[src/rtl/core/deq_pkg.sv]
// shared constants, types and helper functions for the double ended queue
// no dependencies
package deq_pkg;

    localparam int DEPTH     = 16;
    localparam int WORD_BITS = 32;
    localparam int PTR_BITS  = (DEPTH > 1) ? $clog2(DEPTH) : 1;
    localparam int CNT_BITS  = $clog2(DEPTH + 1);
    localparam int SUM_BITS  = CNT_BITS + 1;
    localparam int OCC_BITS  = 5;

    localparam logic [1:0] CMD_PUSH_FRONT = 2'd0;
    localparam logic [1:0] CMD_PUSH_BACK  = 2'd1;
    localparam logic [1:0] CMD_POP_FRONT  = 2'd2;
    localparam logic [1:0] CMD_POP_BACK   = 2'd3;

    localparam logic [1:0] ST_DONE  = 2'd0;
    localparam logic [1:0] ST_EMPTY = 2'd1;
    localparam logic [1:0] ST_FULL  = 2'd2;

    typedef logic [WORD_BITS-1:0] word_t;
    typedef logic [PTR_BITS-1:0]  ptr_t;
    typedef logic [CNT_BITS-1:0]  cnt_t;

    typedef struct packed {
        logic load;
        logic exec;
        logic fetch;
        logic build;
    } ctrl_cmd_t;

    typedef struct packed {
        logic out_free;
    } dp_status_t;

    // ring position head + off, with off at most the depth
    function automatic ptr_t slot_add(input ptr_t head, input cnt_t off);
        logic [SUM_BITS-1:0] sum;
        sum = SUM_BITS'(head) + SUM_BITS'(off);
        if (sum >= SUM_BITS'(DEPTH))
        begin
            sum = sum - SUM_BITS'(DEPTH);
        end
        return PTR_BITS'(sum);
    endfunction

    // sign extend the 32-bit request word and cut to the stored width
    function automatic word_t word_in(input logic [31:0] v);
        logic signed [31:0] vs;
        logic signed [63:0] wide;
        vs = v;
        wide = vs;
        return wide[WORD_BITS-1:0];
    endfunction

    // sign extend a stored word and cut to the 32-bit result field
    function automatic logic [31:0] word_out(input word_t w);
        logic signed [WORD_BITS-1:0] ws;
        logic signed [63:0] wide;
        ws = w;
        wide = ws;
        return wide[31:0];
    endfunction

endpackage

[src/rtl/core/double_ended_queue_top.sv]
// top level of the double ended queue: controller plus datapath
// depends on deq_pkg, deq_ctrl, deq_dpath
//
// Bounded double-ended queue of DEPTH signed words held in a ring memory.
// Each request carries a command (push front, push back, pop front, pop back)
// and a word, and gives exactly one result: status, popped word, front and
// rear words after the request (all ones when empty), empty flag and count.
// After acceptance a request passes through execute, fetch and build until
// its result is loaded into the output register: execute does the memory
// write or pop read and moves the pointers, fetch reads the new front and
// rear entries, and build builds the result. The registered memory reads set
// this order, since the front and rear can only be read once the pointers have
// moved. No request is accepted before the last one is built. A result
// waiting in the output register does not stop the next request from being
// accepted and executed; only its build step waits for the output register.
module double_ended_queue_top
    import deq_pkg::*;
(
    input  logic         clk,
    input  logic         rst_n,
    input  logic         s_tvalid,
    output logic         s_tready,
    input  logic [39:0]  s_tdata,   // command[1:0], value[33:2], zero pad
    output logic         m_tvalid,
    input  logic         m_tready,
    output logic [103:0] m_tdata    // status, popped_value, front_value,
                                    // rear_value, is_empty, occupancy
);

    ctrl_cmd_t  ctrl_cmd;
    dp_status_t dp_status;

    deq_ctrl u_ctrl (
        .clk       (clk),
        .rst_n     (rst_n),
        .s_tvalid  (s_tvalid),
        .s_tready  (s_tready),
        .dp_status (dp_status),
        .ctrl_cmd  (ctrl_cmd)
    );

    deq_dpath u_dpath (
        .clk       (clk),
        .rst_n     (rst_n),
        .ctrl_cmd  (ctrl_cmd),
        .dp_status (dp_status),
        .s_tdata   (s_tdata),
        .m_tvalid  (m_tvalid),
        .m_tready  (m_tready),
        .m_tdata   (m_tdata)
    );

endmodule

[src/rtl/core/deq_ctrl.sv]
// sequencer for the double ended queue: accept, execute, fetch, build
// depends on deq_pkg
module deq_ctrl
    import deq_pkg::*;
(
    input  logic       clk,
    input  logic       rst_n,
    input  logic       s_tvalid,
    output logic       s_tready,
    input  dp_status_t dp_status,
    output ctrl_cmd_t  ctrl_cmd
);

    localparam logic [1:0] S_IDLE  = 2'd0;
    localparam logic [1:0] S_EXEC  = 2'd1;
    localparam logic [1:0] S_FETCH = 2'd2;
    localparam logic [1:0] S_BUILD = 2'd3;

    logic [1:0] state_reg;
    logic [1:0] state_next;

    always_ff @(posedge clk or negedge rst_n)
    begin
        if (!rst_n)
        begin
            state_reg <= S_IDLE;
        end
        else
        begin
            state_reg <= state_next;
        end
    end

    assign s_tready = (state_reg == S_IDLE);

    always_comb
    begin
        state_next     = state_reg;
        ctrl_cmd       = '0;
        ctrl_cmd.load  = s_tvalid && s_tready;
        case (state_reg)
            S_IDLE:
            begin
                if (s_tvalid)
                begin
                    state_next = S_EXEC;
                end
            end
            S_EXEC:
            begin
                ctrl_cmd.exec = 1'b1;
                state_next    = S_FETCH;
            end
            S_FETCH:
            begin
                ctrl_cmd.fetch = 1'b1;
                state_next     = S_BUILD;
            end
            S_BUILD:
            begin
                if (dp_status.out_free)
                begin
                    ctrl_cmd.build = 1'b1;
                    state_next     = S_IDLE;
                end
            end
            default:
            begin
                state_next = S_IDLE;
            end
        endcase
    end

endmodule

[src/rtl/core/deq_dpath.sv]
// datapath for the double ended queue: ring memory, pointers, result register
// depends on deq_pkg
module deq_dpath
    import deq_pkg::*;
(
    input  logic         clk,
    input  logic         rst_n,
    input  ctrl_cmd_t    ctrl_cmd,
    output dp_status_t   dp_status,
    input  logic [39:0]  s_tdata,
    output logic         m_tvalid,
    input  logic         m_tready,
    output logic [103:0] m_tdata
);

    word_t mem [DEPTH];

    logic [1:0]  cmd_reg;
    word_t       val_reg;
    ptr_t        head_reg;
    ptr_t        head_next;
    cnt_t        count_reg;
    cnt_t        count_next;
    logic [1:0]  status_reg;
    logic [1:0]  status_next;
    logic        pop_ok_reg;
    logic        pop_ok_next;
    word_t       rd_a_reg;
    word_t       rd_b_reg;
    logic [31:0] popped_reg;
    logic        out_valid_reg;
    logic [103:0] out_reg;

    logic        empty;
    logic        full;
    logic        is_push;
    ptr_t        head_dec;
    ptr_t        head_inc;
    cnt_t        last_off;
    ptr_t        rear_addr;
    ptr_t        back_addr;
    ptr_t        rd_a_addr;
    logic        we;
    ptr_t        waddr;
    logic [31:0] front_word;
    logic [31:0] rear_word;

    assign empty     = (count_reg == '0);
    assign full      = (count_reg == CNT_BITS'(DEPTH));
    assign is_push   = (cmd_reg == CMD_PUSH_FRONT) || (cmd_reg == CMD_PUSH_BACK);
    assign head_dec  = (head_reg == '0) ? PTR_BITS'(DEPTH - 1) : head_reg - PTR_BITS'(1);
    assign head_inc  = (head_reg == PTR_BITS'(DEPTH - 1)) ? '0 : head_reg + PTR_BITS'(1);
    assign last_off  = empty ? '0 : count_reg - CNT_BITS'(1);
    assign rear_addr = slot_add(head_reg, last_off);
    assign back_addr = slot_add(head_reg, count_reg);
    assign rd_a_addr = (ctrl_cmd.exec && (cmd_reg == CMD_POP_BACK)) ? rear_addr : head_reg;

    always_comb
    begin
        head_next   = head_reg;
        count_next  = count_reg;
        status_next = ST_DONE;
        pop_ok_next = 1'b0;
        we          = 1'b0;
        waddr       = back_addr;
        if (is_push)
        begin
            if (full)
            begin
                status_next = ST_FULL;
            end
            else
            begin
                we         = 1'b1;
                count_next = count_reg + CNT_BITS'(1);
                if (cmd_reg == CMD_PUSH_FRONT)
                begin
                    waddr     = head_dec;
                    head_next = head_dec;
                end
            end
        end
        else
        begin
            if (empty)
            begin
                status_next = ST_EMPTY;
            end
            else
            begin
                pop_ok_next = 1'b1;
                count_next  = count_reg - CNT_BITS'(1);
                if (cmd_reg == CMD_POP_FRONT)
                begin
                    head_next = head_inc;
                end
            end
        end
    end

    // ring memory, one write and two registered reads
    always_ff @(posedge clk)
    begin
        if (ctrl_cmd.exec && we)
        begin
            mem[waddr] <= val_reg;
        end
        rd_a_reg <= mem[rd_a_addr];
        rd_b_reg <= mem[rear_addr];
    end

    always_ff @(posedge clk or negedge rst_n)
    begin
        if (!rst_n)
        begin
            head_reg      <= '0;
            count_reg     <= '0;
            out_valid_reg <= 1'b0;
        end
        else
        begin
            if (ctrl_cmd.exec)
            begin
                head_reg  <= head_next;
                count_reg <= count_next;
            end
            if (ctrl_cmd.build)
            begin
                out_valid_reg <= 1'b1;
            end
            else if (m_tready)
            begin
                out_valid_reg <= 1'b0;
            end
        end
    end

    assign front_word = empty ? '1 : word_out(rd_a_reg);
    assign rear_word  = empty ? '1 : word_out(rd_b_reg);

    always_ff @(posedge clk)
    begin
        if (ctrl_cmd.load)
        begin
            cmd_reg <= s_tdata[1:0];
            val_reg <= word_in(s_tdata[33:2]);
        end
        if (ctrl_cmd.exec)
        begin
            status_reg <= status_next;
            pop_ok_reg <= pop_ok_next;
        end
        if (ctrl_cmd.fetch)
        begin
            popped_reg <= pop_ok_reg ? word_out(rd_a_reg) : '0;
        end
        if (ctrl_cmd.build)
        begin
            out_reg <= {OCC_BITS'(count_reg), empty, rear_word, front_word,
                        popped_reg, status_reg};
        end
    end

    assign dp_status.out_free = !out_valid_reg || m_tready;
    assign m_tvalid = out_valid_reg;
    assign m_tdata  = out_reg;

endmodule

[config.mk]
export PLATFORM = sky130hd
export DESIGN_NAME = double_ended_queue_top
export DESIGN_NICKNAME = d
export VERILOG_FILES = /design/src/rtl/core/deq_pkg.sv /design/src/rtl/core/double_ended_queue_top.sv /design/src/rtl/core/deq_ctrl.sv /design/src/rtl/core/deq_dpath.sv
export SDC_FILE = /design/constraint.sdc
export NUM_CORES = 1
export LEC_CHECK = 0
export BUFFER_PORTS_ARGS = -buffer_cell sky130_fd_sc_hd__buf_4
export CAP_MARGIN = 25
export CORE_MARGIN = 3
export CORE_UTILIZATION = 45
export CTS_CLUSTER_SIZE = 16
export DETAILED_ROUTE_END_ITERATION = 8
export GPL_TIMING_DRIVEN = 0
export SKIP_LAST_GASP = 1
export SLEW_MARGIN = 20
export SYNTH_ARGS = -nofsm -noshare
export SYNTH_HDL_FRONTEND = slang
export SYNTH_SLANG_ARGS = --single-unit
[constraint.sdc]
create_clock -name clk -period 5.8 [get_ports clk]
set_clock_uncertainty 0.1 [all_clocks]
set_input_delay 0.58 -clock clk [delete_from_list [all_inputs] [get_ports clk]]
set_output_delay 0.58 -clock clk [all_outputs]
set_load 0.01 [all_outputs]
==> flow_summary.ini, run 1 <==
[critical_path]
critical_path.cell_chain = inv_1, ha_1, nand2_1, nor2_4, clkbuf_2, nor2_1, ha_1, clkbuf_1, buf_2, buf_2, buf_1, buf_6, mux2i_1, mux2i_1, o22ai_1, mux2i_1, and3_1
combined_buffer_and_inverter_count_along_the_critical_path = 7
largest_stage_delay_on_the_critical_path_ps = 650
critical_path.top_delay_family = buffers and inverters
worst_path_max_delay_cell = sky130_fd_sc_hd__buf_1
setup.worst_path.start_class = flop
critPathArrivalTime_ps = 5660
crit_required_ps = 6270
cp_endpoint_kind = flop
crit_fanout = 10
most_used_cell_along_the_critical_path = sky130_fd_sc_hd__mux2i_1
path_class = flop to flop

[grt]
grt_antenna_before_repair = 8
global_route.overflow_total = 0
grt_first_pass_wirelength_um = 173000
first_global_vias = 24700
grtUsageTotal = 0.283
maximum_number_of_pins_on_one_net_before_global_route_repair = 58

[yosys]
post_synthesis_sequential_element_count = 761
synth_ff_type = sky130_fd_sc_hd__edfxtp_1
ys_types = 47
mappedNetlistNets = 2443
seq_area_frac_synth = 0.610
synth_enable_flop_cells = 685
syn_inst = 2382
post_synth.cell_area_avg_um2 = 15.2
synthesis.area_um2 = 36300
ys_warn_count = 0
async_set_or_reset_flop_fraction_in_the_synthesized_netlist = 0.0158

[layout]
fillCellCount = 6431
antenna_cells = 0
area_growth_from_synthesis_to_layout_pct = 17.9
number_of_flip_flops_under_the_largest_register_name = 512
final_cell_mix = sky130_fd_sc_hd__edfxtp_1 (685), sky130_fd_sc_hd__mux2i_1 (355), sky130_fd_sc_hd__o22ai_1 (248), sky130_fd_sc_hd__mux4_2 (192), sky130_fd_sc_hd__buf_4 (144)
final_layout_size_suffix_gt1_frac = 0.269
final_nets = 2736
largest_register = u_dpath.mem
layout_commonest_cell = sky130_fd_sc_hd__edfxtp_1

[detailed_routing]
drt-wirelength-per-cell_um = 32.0
final_antenna_net_count = 0
drcViolationCount = 0
route.final.wire_length_um = 121000
vias = 24600
dr.pass1.iters = 7
dr.first_iter.drc_count = 3354
number_of_vias_per_cell = 6.48

[placed_design]
place_worst_setup_slack_ps = -785
io_buffer_count = 143
place_congestion = 0.901
post-dp-hpwl_um = 84400

[cts]
cts_tree = built
cts_sinks = 761
cts.path.max_buffers = 3
cts.clk_slew.worst_paths_ps = 60
cts_inserted_buffers = 81
cts.htree.levels = 3
worst_skew_pair.late_latency_ps = 640
clock_tree.root_cell = sky130_fd_sc_hd__clkbuf_16

[floorplanning]
initial_core_util = 0.457
boundaryPins = 150
die_height_um = 290
die_footprint_um2 = 84100
num_rows = 103
core_region_area_um2 = 79400
die_width_um = 290

[timing]
finalHoldWorstSlack_ps = 23.8
layout_worst_path_cycle_share = 0.896
timing.final.setup_violations = 0
worst-slew-pin-transition_ps = 1160
final_max_slew_viol_count = 0
max_freq_mhz = 192
final.min_clock_period_ps = 5200
max_slew_margin = 0.224
postLayoutSetupSlackWorst_ps = 604
report.final.hold_viol_count = 0
unrepaired_setup_endpoints_after_global_routing = no

[run]
reported_max_cap_violation_count = 0

[status]
run_status = finished clean

[worst_hold_path]
hold_class = primary input to flop
final cells by class:
class                           instances  area [um2]  area share
Clock buffer                          108        2240      0.0523
Inverter                               10        37.5    0.000877
Sequential cell                       761       22200       0.518
Tap cell                             1050        1310      0.0307
Timing Repair Buffer                  211        2280      0.0532
Clock inverter                         43         458      0.0107
Multi-Input combinational cell       1428       13500       0.315
Buffer                                182         846      0.0198
timing repair:
action | 4_1_cts | 5_1_grt
pin swaps | 0 | 1
endpoints found under the hold margin | 28 | 0
gates resized for setup | 37 | 0
hold buffers | 17 | 0
setup endpoints to repair | 64 | 1
buffers inserted | 0 | 1
worst paths after layout:
path | depth (start not counted) | slack, ps | end | start
max | 17 | 600 | u_dpath.rd_a_reg[31] | u_dpath.count_reg[1]
min | 1 | 20 | u_dpath.val_reg[24] | s_tdata[26]
max reg2reg | 17 | 600 | u_dpath.rd_a_reg[31] | u_dpath.count_reg[1]
min reg2reg | 0 | 320 | u_dpath.m_tdata[19] | u_dpath.popped_reg[17]
max in group asynchronous | 2 | 5200 | u_dpath.count_reg[0] | rst_n
min in group asynchronous | 2 | 230 | u_ctrl.state_reg[1] | rst_n
synth_stat cells, drive strengths merged (2+ instances only):
| master | n | area, um2 |
|---|---|---|
| edfxtp | 685 | 20600 |
| mux2i | 355 | 3550 |
| o22ai | 248 | 1550 |
| mux4 | 192 | 4320 |
| a21oi | 135 | 676 |
| clkbuf | 116 | 435 |
| nor2 | 98 | 368 |
| nand2 | 83 | 312 |
| buf | 67 | 338 |
| dfxtp | 64 | 1280 |
| mux2 | 64 | 721 |
| or2 | 64 | 400 |
| and3 | 36 | 225 |
| and2 | 35 | 221 |
| or4 | 31 | 233 |
| ha | 15 | 188 |
| dfrtp | 12 | 300 |
| inv | 10 | 37.5 |
| nand3 | 10 | 50.1 |
| xnor2 | 10 | 87.6 |
| o21ai | 9 | 45.0 |
| xor2 | 9 | 78.8 |
| or3 | 6 | 42.5 |
| nor2b | 4 | 25.0 |
| nand3b | 3 | 22.5 |
| a22oi | 2 | 15.0 |
| a32oi | 2 | 17.5 |
| fa | 2 | 40.0 |
| nand2b | 2 | 12.5 |
logic make-up after synthesis:
logic type               count (synthesis)  share of synthesized area
XOR/XNOR                                19                    0.00459
buffers and inverters                  193                     0.0223
AO/OA/AOI/OAI                          405                     0.0659
multiplexers                           611                      0.237
flip-flops                             761                      0.610
adder cells (fa/ha/maj)                 17                    0.00628
AND/OR/NAND/NOR                        376                     0.0535
metrics by stage:
stage | TNS (ps) | area, um2 | instances | util
5_1_grt | 0 | 42800 | 3793 | 0.539
3_5_place_dp | -37920 | 39800 | 3624 | 0.502
6_report | 0 | 42800 | 3793 | 0.539
2_1_floorplan | 0 | 36300 | 2382 | -
4_1_cts | 0 | 42800 | 3791 | 0.539
3_3_place_gp | -910820 | 38700 | 3575 | 0.487
layer usage:
| layer | share of wire | global-route usage | up-vias | wire (um) |
|---|---|---|---|---|
| met1 | 0.38 | 0.379 | 12400 | 46400 |
| met2 | 0.46 | 0.446 | 1708 | 56100 |
| met5 | 0 | 0 | - | 0 |
| li1 | - | - | 10200 | - |
| met3 | 0.11 | 0.0679 | 324 | 13700 |
| met4 | 0.043 | 0.115 | 0 | 5270 |
Power of run 1 is not shown: default switching activity piles up to over one toggle a cycle in this logic, so the estimate is an artifact.
==> run 2, diff against run 1 <==
==> constraint.sdc (replaced) <==
create_clock -name clk -period 5.83 [get_ports clk]
set_clock_uncertainty 0.1 [all_clocks]
set_input_delay 0.583 -clock clk [delete_from_list [all_inputs] [get_ports clk]]
set_output_delay 0.583 -clock clk [all_outputs]
set_load 0.01 [all_outputs]
==> run 2 against run 1 <==
Net effect:
- via count increased by 0.45%
- count of clock-buffer cells in the layout unchanged
- first-iteration DRC count increased by 1.1%
- critical path depth decreased by 2
- routed wire length increased by 0.13%
- core utilization about the same
- critical endpoint is now u_dpath.rd_a_reg[9]
==> flow_summary.ini, run 2 (synthesized netlist as in run 1, its figures left out) <==
[cts]
cts_inserted_buffers = 81
cts.clk_slew.worst_paths_ps = 60
cts_sinks = 761
worst_skew_pair.late_latency_ps = 660
cts.path.max_buffers = 3
cts.htree.levels = 3
cts_tree = built
clock_tree.root_cell = sky130_fd_sc_hd__clkbuf_16

[layout]
layout_commonest_cell = sky130_fd_sc_hd__edfxtp_1
area_growth_from_synthesis_to_layout_pct = 17.8
final_layout_size_suffix_gt1_frac = 0.268
number_of_flip_flops_under_the_largest_register_name = 512
final_cell_mix = sky130_fd_sc_hd__edfxtp_1 (685), sky130_fd_sc_hd__mux2i_1 (355), sky130_fd_sc_hd__o22ai_1 (248), sky130_fd_sc_hd__mux4_2 (192), sky130_fd_sc_hd__buf_4 (144)
final_nets = 2734
fillCellCount = 6432
design_area_um2 = 42800
utilization = 0.539
largest_register = u_dpath.mem
layoutNonFillerInstCount = 3791
antenna_cells = 0

[grt]
global_route.overflow_total = 0
maximum_number_of_pins_on_one_net_before_global_route_repair = 58
grt_antenna_before_repair = 8
grtUsageTotal = 0.283
grt_first_pass_wirelength_um = 173000
first_global_vias = 24700

[timing]
final_max_slew_viol_count = 0
max_freq_mhz = 194
final.min_clock_period_ps = 5170
unrepaired_setup_endpoints_after_global_routing = no
max_slew_margin = 0.223
layout_worst_path_cycle_share = 0.886
report.final.hold_viol_count = 0
timing.final.setup_violations = 0
worst-slew-pin-transition_ps = 1170

[floorplanning]
num_rows = 103
boundaryPins = 150
die_height_um = 290
die_footprint_um2 = 84100
core_region_area_um2 = 79400
initial_core_util = 0.457
die_width_um = 290

[critical_path]
r2r-start = u_dpath.count_reg[1]
worstSetupStartpoint = u_dpath.count_reg[1]
cp_endpoint_kind = flop
most_used_cell_along_the_critical_path = sky130_fd_sc_hd__ha_1
worst_path_max_delay_cell = sky130_fd_sc_hd__xnor2_1
path_class = flop to flop
crit_fanout = 10
largest_stage_delay_on_the_critical_path_ps = 710
worst-r2r-cell-count = 15
critPathArrivalTime_ps = 5630
crit_required_ps = 6290
critical_path.cell_chain = inv_1, ha_1, nand2_1, nor2_4, clkbuf_2, nor2_1, ha_1, fa_1, xnor2_1, or3_1, buf_1, clkbuf_1, o22ai_1, mux2i_1, and3_1
ff2ff_setup_slack_ps = 660
worst_r2r_endpoint = u_dpath.rd_a_reg[9]
setup.worst_path.start_class = flop

[worst_hold_path]
min_path_cells = 1
holdCritStartpoint = s_tdata[28]
hold_class = primary input to flop
worst_hold_path.endpoint = u_dpath.val_reg[26]

[detailed_routing]
drt-wirelength-per-cell_um = 32.1
final_antenna_net_count = 0
vias = 24700
drcViolationCount = 0
route.final.wire_length_um = 122000
dr.pass1.iters = 6
dr.first_iter.drc_count = 3392
number_of_vias_per_cell = 6.52

[status]
run_status = finished clean

[placed_design]
place_congestion = 0.901
dpl_cell_area_um2 = 39800
post-dp-hpwl_um = 84400
io_buffer_count = 143
place.detailed.instances = 3624

[run]
reported_max_cap_violation_count = 0
==> run 2: final cells by class <==
class,instances,area [um2],area share
timing repair buffer,209,2260,0.0528
multi-input combinational,1428,13500,0.315
tap,1050,1310,0.0307
clock inverter,43,458,0.0107
inverter,10,37.5,0.000878
clock buffer,108,2240,0.0523
buffer,182,837,0.0196
sequential,761,22200,0.518
==> run 2: through the flow <==
step	setup slack [ps]	hold WS (ps)	setup TNS, ps
2_1_floorplan	1470	187	0
4_1_cts	262	1.17	0
3_5_place_dp	-755	305	-36000
6_report	664	16.2	0
3_3_place_gp	-1820	302	-893540
5_1_grt	510	19.6	0
==> run 2: worst max path at each step <==
stage | endpoint | slack [ps] | cells after the start
global placement | u_dpath.mem[5][17] | -1820 | 10
global route | u_dpath.rd_b_reg[29] | 510 | 16
CTS | u_dpath.rd_b_reg[17] | 260 | 14
floorplan | u_dpath.mem[6][0] | 1470 | 10
finish | u_dpath.rd_a_reg[9] | 660 | 15
detailed placement | u_dpath.rd_a_reg[23] | -750 | 17
==> run 2: timing repair <==
item,in CTS,in global routing
hold buffers,15,0
endpoints found under the setup margin,64,5
buffers inserted,0,1
pin swaps,0,1
resized for setup,31,7
hold endpoints to repair,26,0
==> run 2: worst max-delay path, delay by kind of cell (launching register included) <==
kind | cells | cell delay [ps]
XOR/XNOR | 1 | 710
AO/OA/AOI/OAI | 1 | 180
multiplexers | 1 | 240
AND/OR/NAND/NOR | 5 | 880
flip-flops | 1 | 430
adder cells (fa/ha/maj) | 3 | 910
buffers and inverters | 4 | 1610
==> run 2: routing by layer <==
metal / track usage / vias up / part of all wire
met3: 0.0674 / 311 / 0.12
met1: 0.380 / 12500 / 0.38
met5: 0 / - / 0
met4: 0.115 / 0 / 0.043
met2: 0.446 / 1732 / 0.46
li1: - / 10200 / -
Power of run 2 is left out for the same reason.
==> run 3, diff against run 2 <==
--- a/config.mk
+++ b/config.mk
@@ -7,6 +7,7 @@
 export LEC_CHECK = 0
 export BUFFER_PORTS_ARGS = -buffer_cell sky130_fd_sc_hd__buf_4
 export CAP_MARGIN = 25
+export CORE_ASPECT_RATIO = 1.1
 export CORE_MARGIN = 3
 export CORE_UTILIZATION = 45
 export CTS_CLUSTER_SIZE = 16
==> constraint.sdc (replaced) <==
create_clock -name clk -period 5.73 [get_ports clk]
set_clock_uncertainty 0.1 [all_clocks]
set_input_delay 0.573 -clock clk [delete_from_list [all_inputs] [get_ports clk]]
set_output_delay 0.573 -clock clk [all_outputs]
set_load 0.01 [all_outputs]
==> run 3 against run 2 <==
Net effect:
- via count rose by 0.65%
- first-iteration DRC count decreased by 1.0%
- critical endpoint is now u_dpath.rd_b_reg[0]
- fmax fell by 8.8%
- largest cell class unchanged
- routed wire length grew 0.74%
- the flow now finishes with violations (design-rule violations)
- count of clock-buffer cells in the layout up 4
- highest routed layer unchanged
- hold slack better by 160 ps
==> flow_summary.ini, run 3 (synthesized netlist as in run 1, its figures left out) <==
[floorplanning]
num_rows = 108
boundaryPins = 150
initial_core_util = 0.457
die_width_um = 277
core_region_area_um2 = 79500
die_footprint_um2 = 84100
die_height_um = 304

[critical_path]
ff2ff_setup_slack_ps = 70
worst_r2r_endpoint = u_dpath.rd_b_reg[0]
r2r-start = u_dpath.count_reg[1]
crit_required_ps = 6110
crit_fanout = 19
worstSetupStartpoint = u_dpath.count_reg[1]
path_class = flop to flop
cp_endpoint_kind = flop
critPathArrivalTime_ps = 6040
worst-r2r-cell-count = 14
setup.worst_path.start_class = flop

[placed_design]
post-dp-hpwl_um = 84500
place_congestion = 0.923
dpl_cell_area_um2 = 39800
place_worst_setup_slack_ps = -490
io_buffer_count = 143

[worst_hold_path]
min_path_cells = 3
hold_class = primary input to flop
holdCritStartpoint = m_tready
worst_hold_path.endpoint = u_dpath.m_tvalid

[cts]
clock_tree.root_cell = sky130_fd_sc_hd__clkbuf_16
cts.clk_slew.worst_paths_ps = 60
cts_setup_buffers = 0
cts_tree = built
cts_inserted_buffers = 81
worst_skew_pair.late_latency_ps = 660
cts.path.max_buffers = 3
cts.htree.levels = 3
cts_sinks = 761

[detailed_routing]
number_of_vias_per_cell = 6.53
final_antenna_net_count = 0
drt-wirelength-per-cell_um = 32.2
wl_met3_um = 13800
dr.max_layer_used = met4
dr.first_iter.drc_count = 3357
dr.pass1.iters = 8
detail_route.wirelength.met1_um = 46000
drcViolationCount = 1
route.final.wire_length_um = 123000
vias = 24900
route.met2.wl_um = 56100

[layout]
final_layout_size_suffix_gt1_frac = 0.272
layout_commonest_cell = sky130_fd_sc_hd__edfxtp_1
design_area_um2 = 43100
final_cell_mix = sky130_fd_sc_hd__edfxtp_1 (685), sky130_fd_sc_hd__mux2i_1 (355), sky130_fd_sc_hd__o22ai_1 (248), sky130_fd_sc_hd__mux4_2 (192), sky130_fd_sc_hd__buf_4 (143)
largest_register = u_dpath.mem
fillCellCount = 6341
area_growth_from_synthesis_to_layout_pct = 18.7
number_of_flip_flops_under_the_largest_register_name = 512
utilization = 0.542
final_nets = 2752

[timing]
final_max_slew_viol_count = 0
max_slew_margin = 0.220
unrepaired_setup_endpoints_after_global_routing = no
layout_worst_path_cycle_share = 0.988
worst-slew-pin-transition_ps = 1170
report.final.hold_viol_count = 0
postLayoutSetupSlackWorst_ps = 66.8
final.min_clock_period_ps = 5660
timing.final.setup_violations = 0
max_freq_mhz = 177

[grt]
maximum_number_of_pins_on_one_net_before_global_route_repair = 58
first_global_vias = 24800
grt_first_pass_wirelength_um = 173000
grt_antenna_before_repair = 6
global_route.overflow_total = 0
grtUsageTotal = 0.285

[run]
reported_max_cap_violation_count = 0

[status]
run_status = complete, but fails checks
violations = design-rule violations
-- run 3: changes by cell type in the layout (fill, tap and decap cells not counted), moves of 5 or more --
cell,delta
sky130_fd_sc_hd__buf_12,-5
sky130_fd_sc_hd__clkinv_2,-5
sky130_fd_sc_hd__clkbuf_2,+8
sky130_fd_sc_hd__clkbuf_8,+5
sky130_fd_sc_hd__dlygate4sd3_1,+20
sky130_fd_sc_hd__clkbuf_1,-13
sky130_fd_sc_hd__buf_16,+5
-- run 3: cell type report --
type	count	area [um2]	area share
Timing Repair Buffer	227	2480	0.0575
Clock buffer	112	2350	0.0545
Clock inverter	38	404	0.00938
Multi-Input combinational cell	1428	13500	0.313
Sequential cell	761	22200	0.514
Tap cell	1045	1310	0.0304
Antenna cell	3	7.51	0.000174
Buffer	182	873	0.0203
Inverter	10	37.5	0.000871
-- run 3: metal layers --
metal  GRT usage  vias to the layer above
met5           0                        -
met4       0.141                        0
met3      0.0738                      382
met2       0.447                     1777
met1       0.372                    12500
li1            -                    10200
-- run 3: worst max path at each step --
stage	end	slack [ps]	depth (start not counted)
finish	u_dpath.rd_b_reg[0]	70	14
global route	u_dpath.rd_b_reg[0]	60	14
CTS	u_dpath.rd_b_reg[19]	-7	15
detailed placement	u_dpath.rd_a_reg[23]	-490	17
global placement	u_dpath.mem[7][14]	-1970	10
floorplan	u_dpath.mem[6][0]	1370	10
-- run 3: worst max-delay path, stage by stage (launching register included) --
cell and delay (ps):
sky130_fd_sc_hd__dfrtp_1 440, sky130_fd_sc_hd__inv_1 170, sky130_fd_sc_hd__ha_1 230, sky130_fd_sc_hd__nand2_1 100, sky130_fd_sc_hd__nor2_2 390, sky130_fd_sc_hd__clkbuf_2 500, sky130_fd_sc_hd__nor2_1 100, sky130_fd_sc_hd__ha_1 320
sky130_fd_sc_hd__clkbuf_1 550, sky130_fd_sc_hd__buf_2 360, sky130_fd_sc_hd__buf_1 470, sky130_fd_sc_hd__nand3b_1 360, sky130_fd_sc_hd__buf_1 670, sky130_fd_sc_hd__a21oi_1 90, sky130_fd_sc_hd__or4_1 660
-- run 3: what timing repair did --
action | 4_1_cts | 5_1_grt
hold buffers | 35 | 0
pin swaps | 0 | 0
resized for setup | 37 | 16
setup endpoints to repair | 64 | 63
gates cloned | 0 | 0
hold endpoints to repair | 46 | 0
-- run 3: stage by stage --
step	cells	hold WS, ps	setup TNS (ps)
floorplan	2382	177	0
global placement	3570	301	-983570
detailed placement	3615	305	-18160
CTS	3800	149	-7.34
global route	3803	192	0
finish	3806	176	0
Power of run 3 is left out for the same reason.
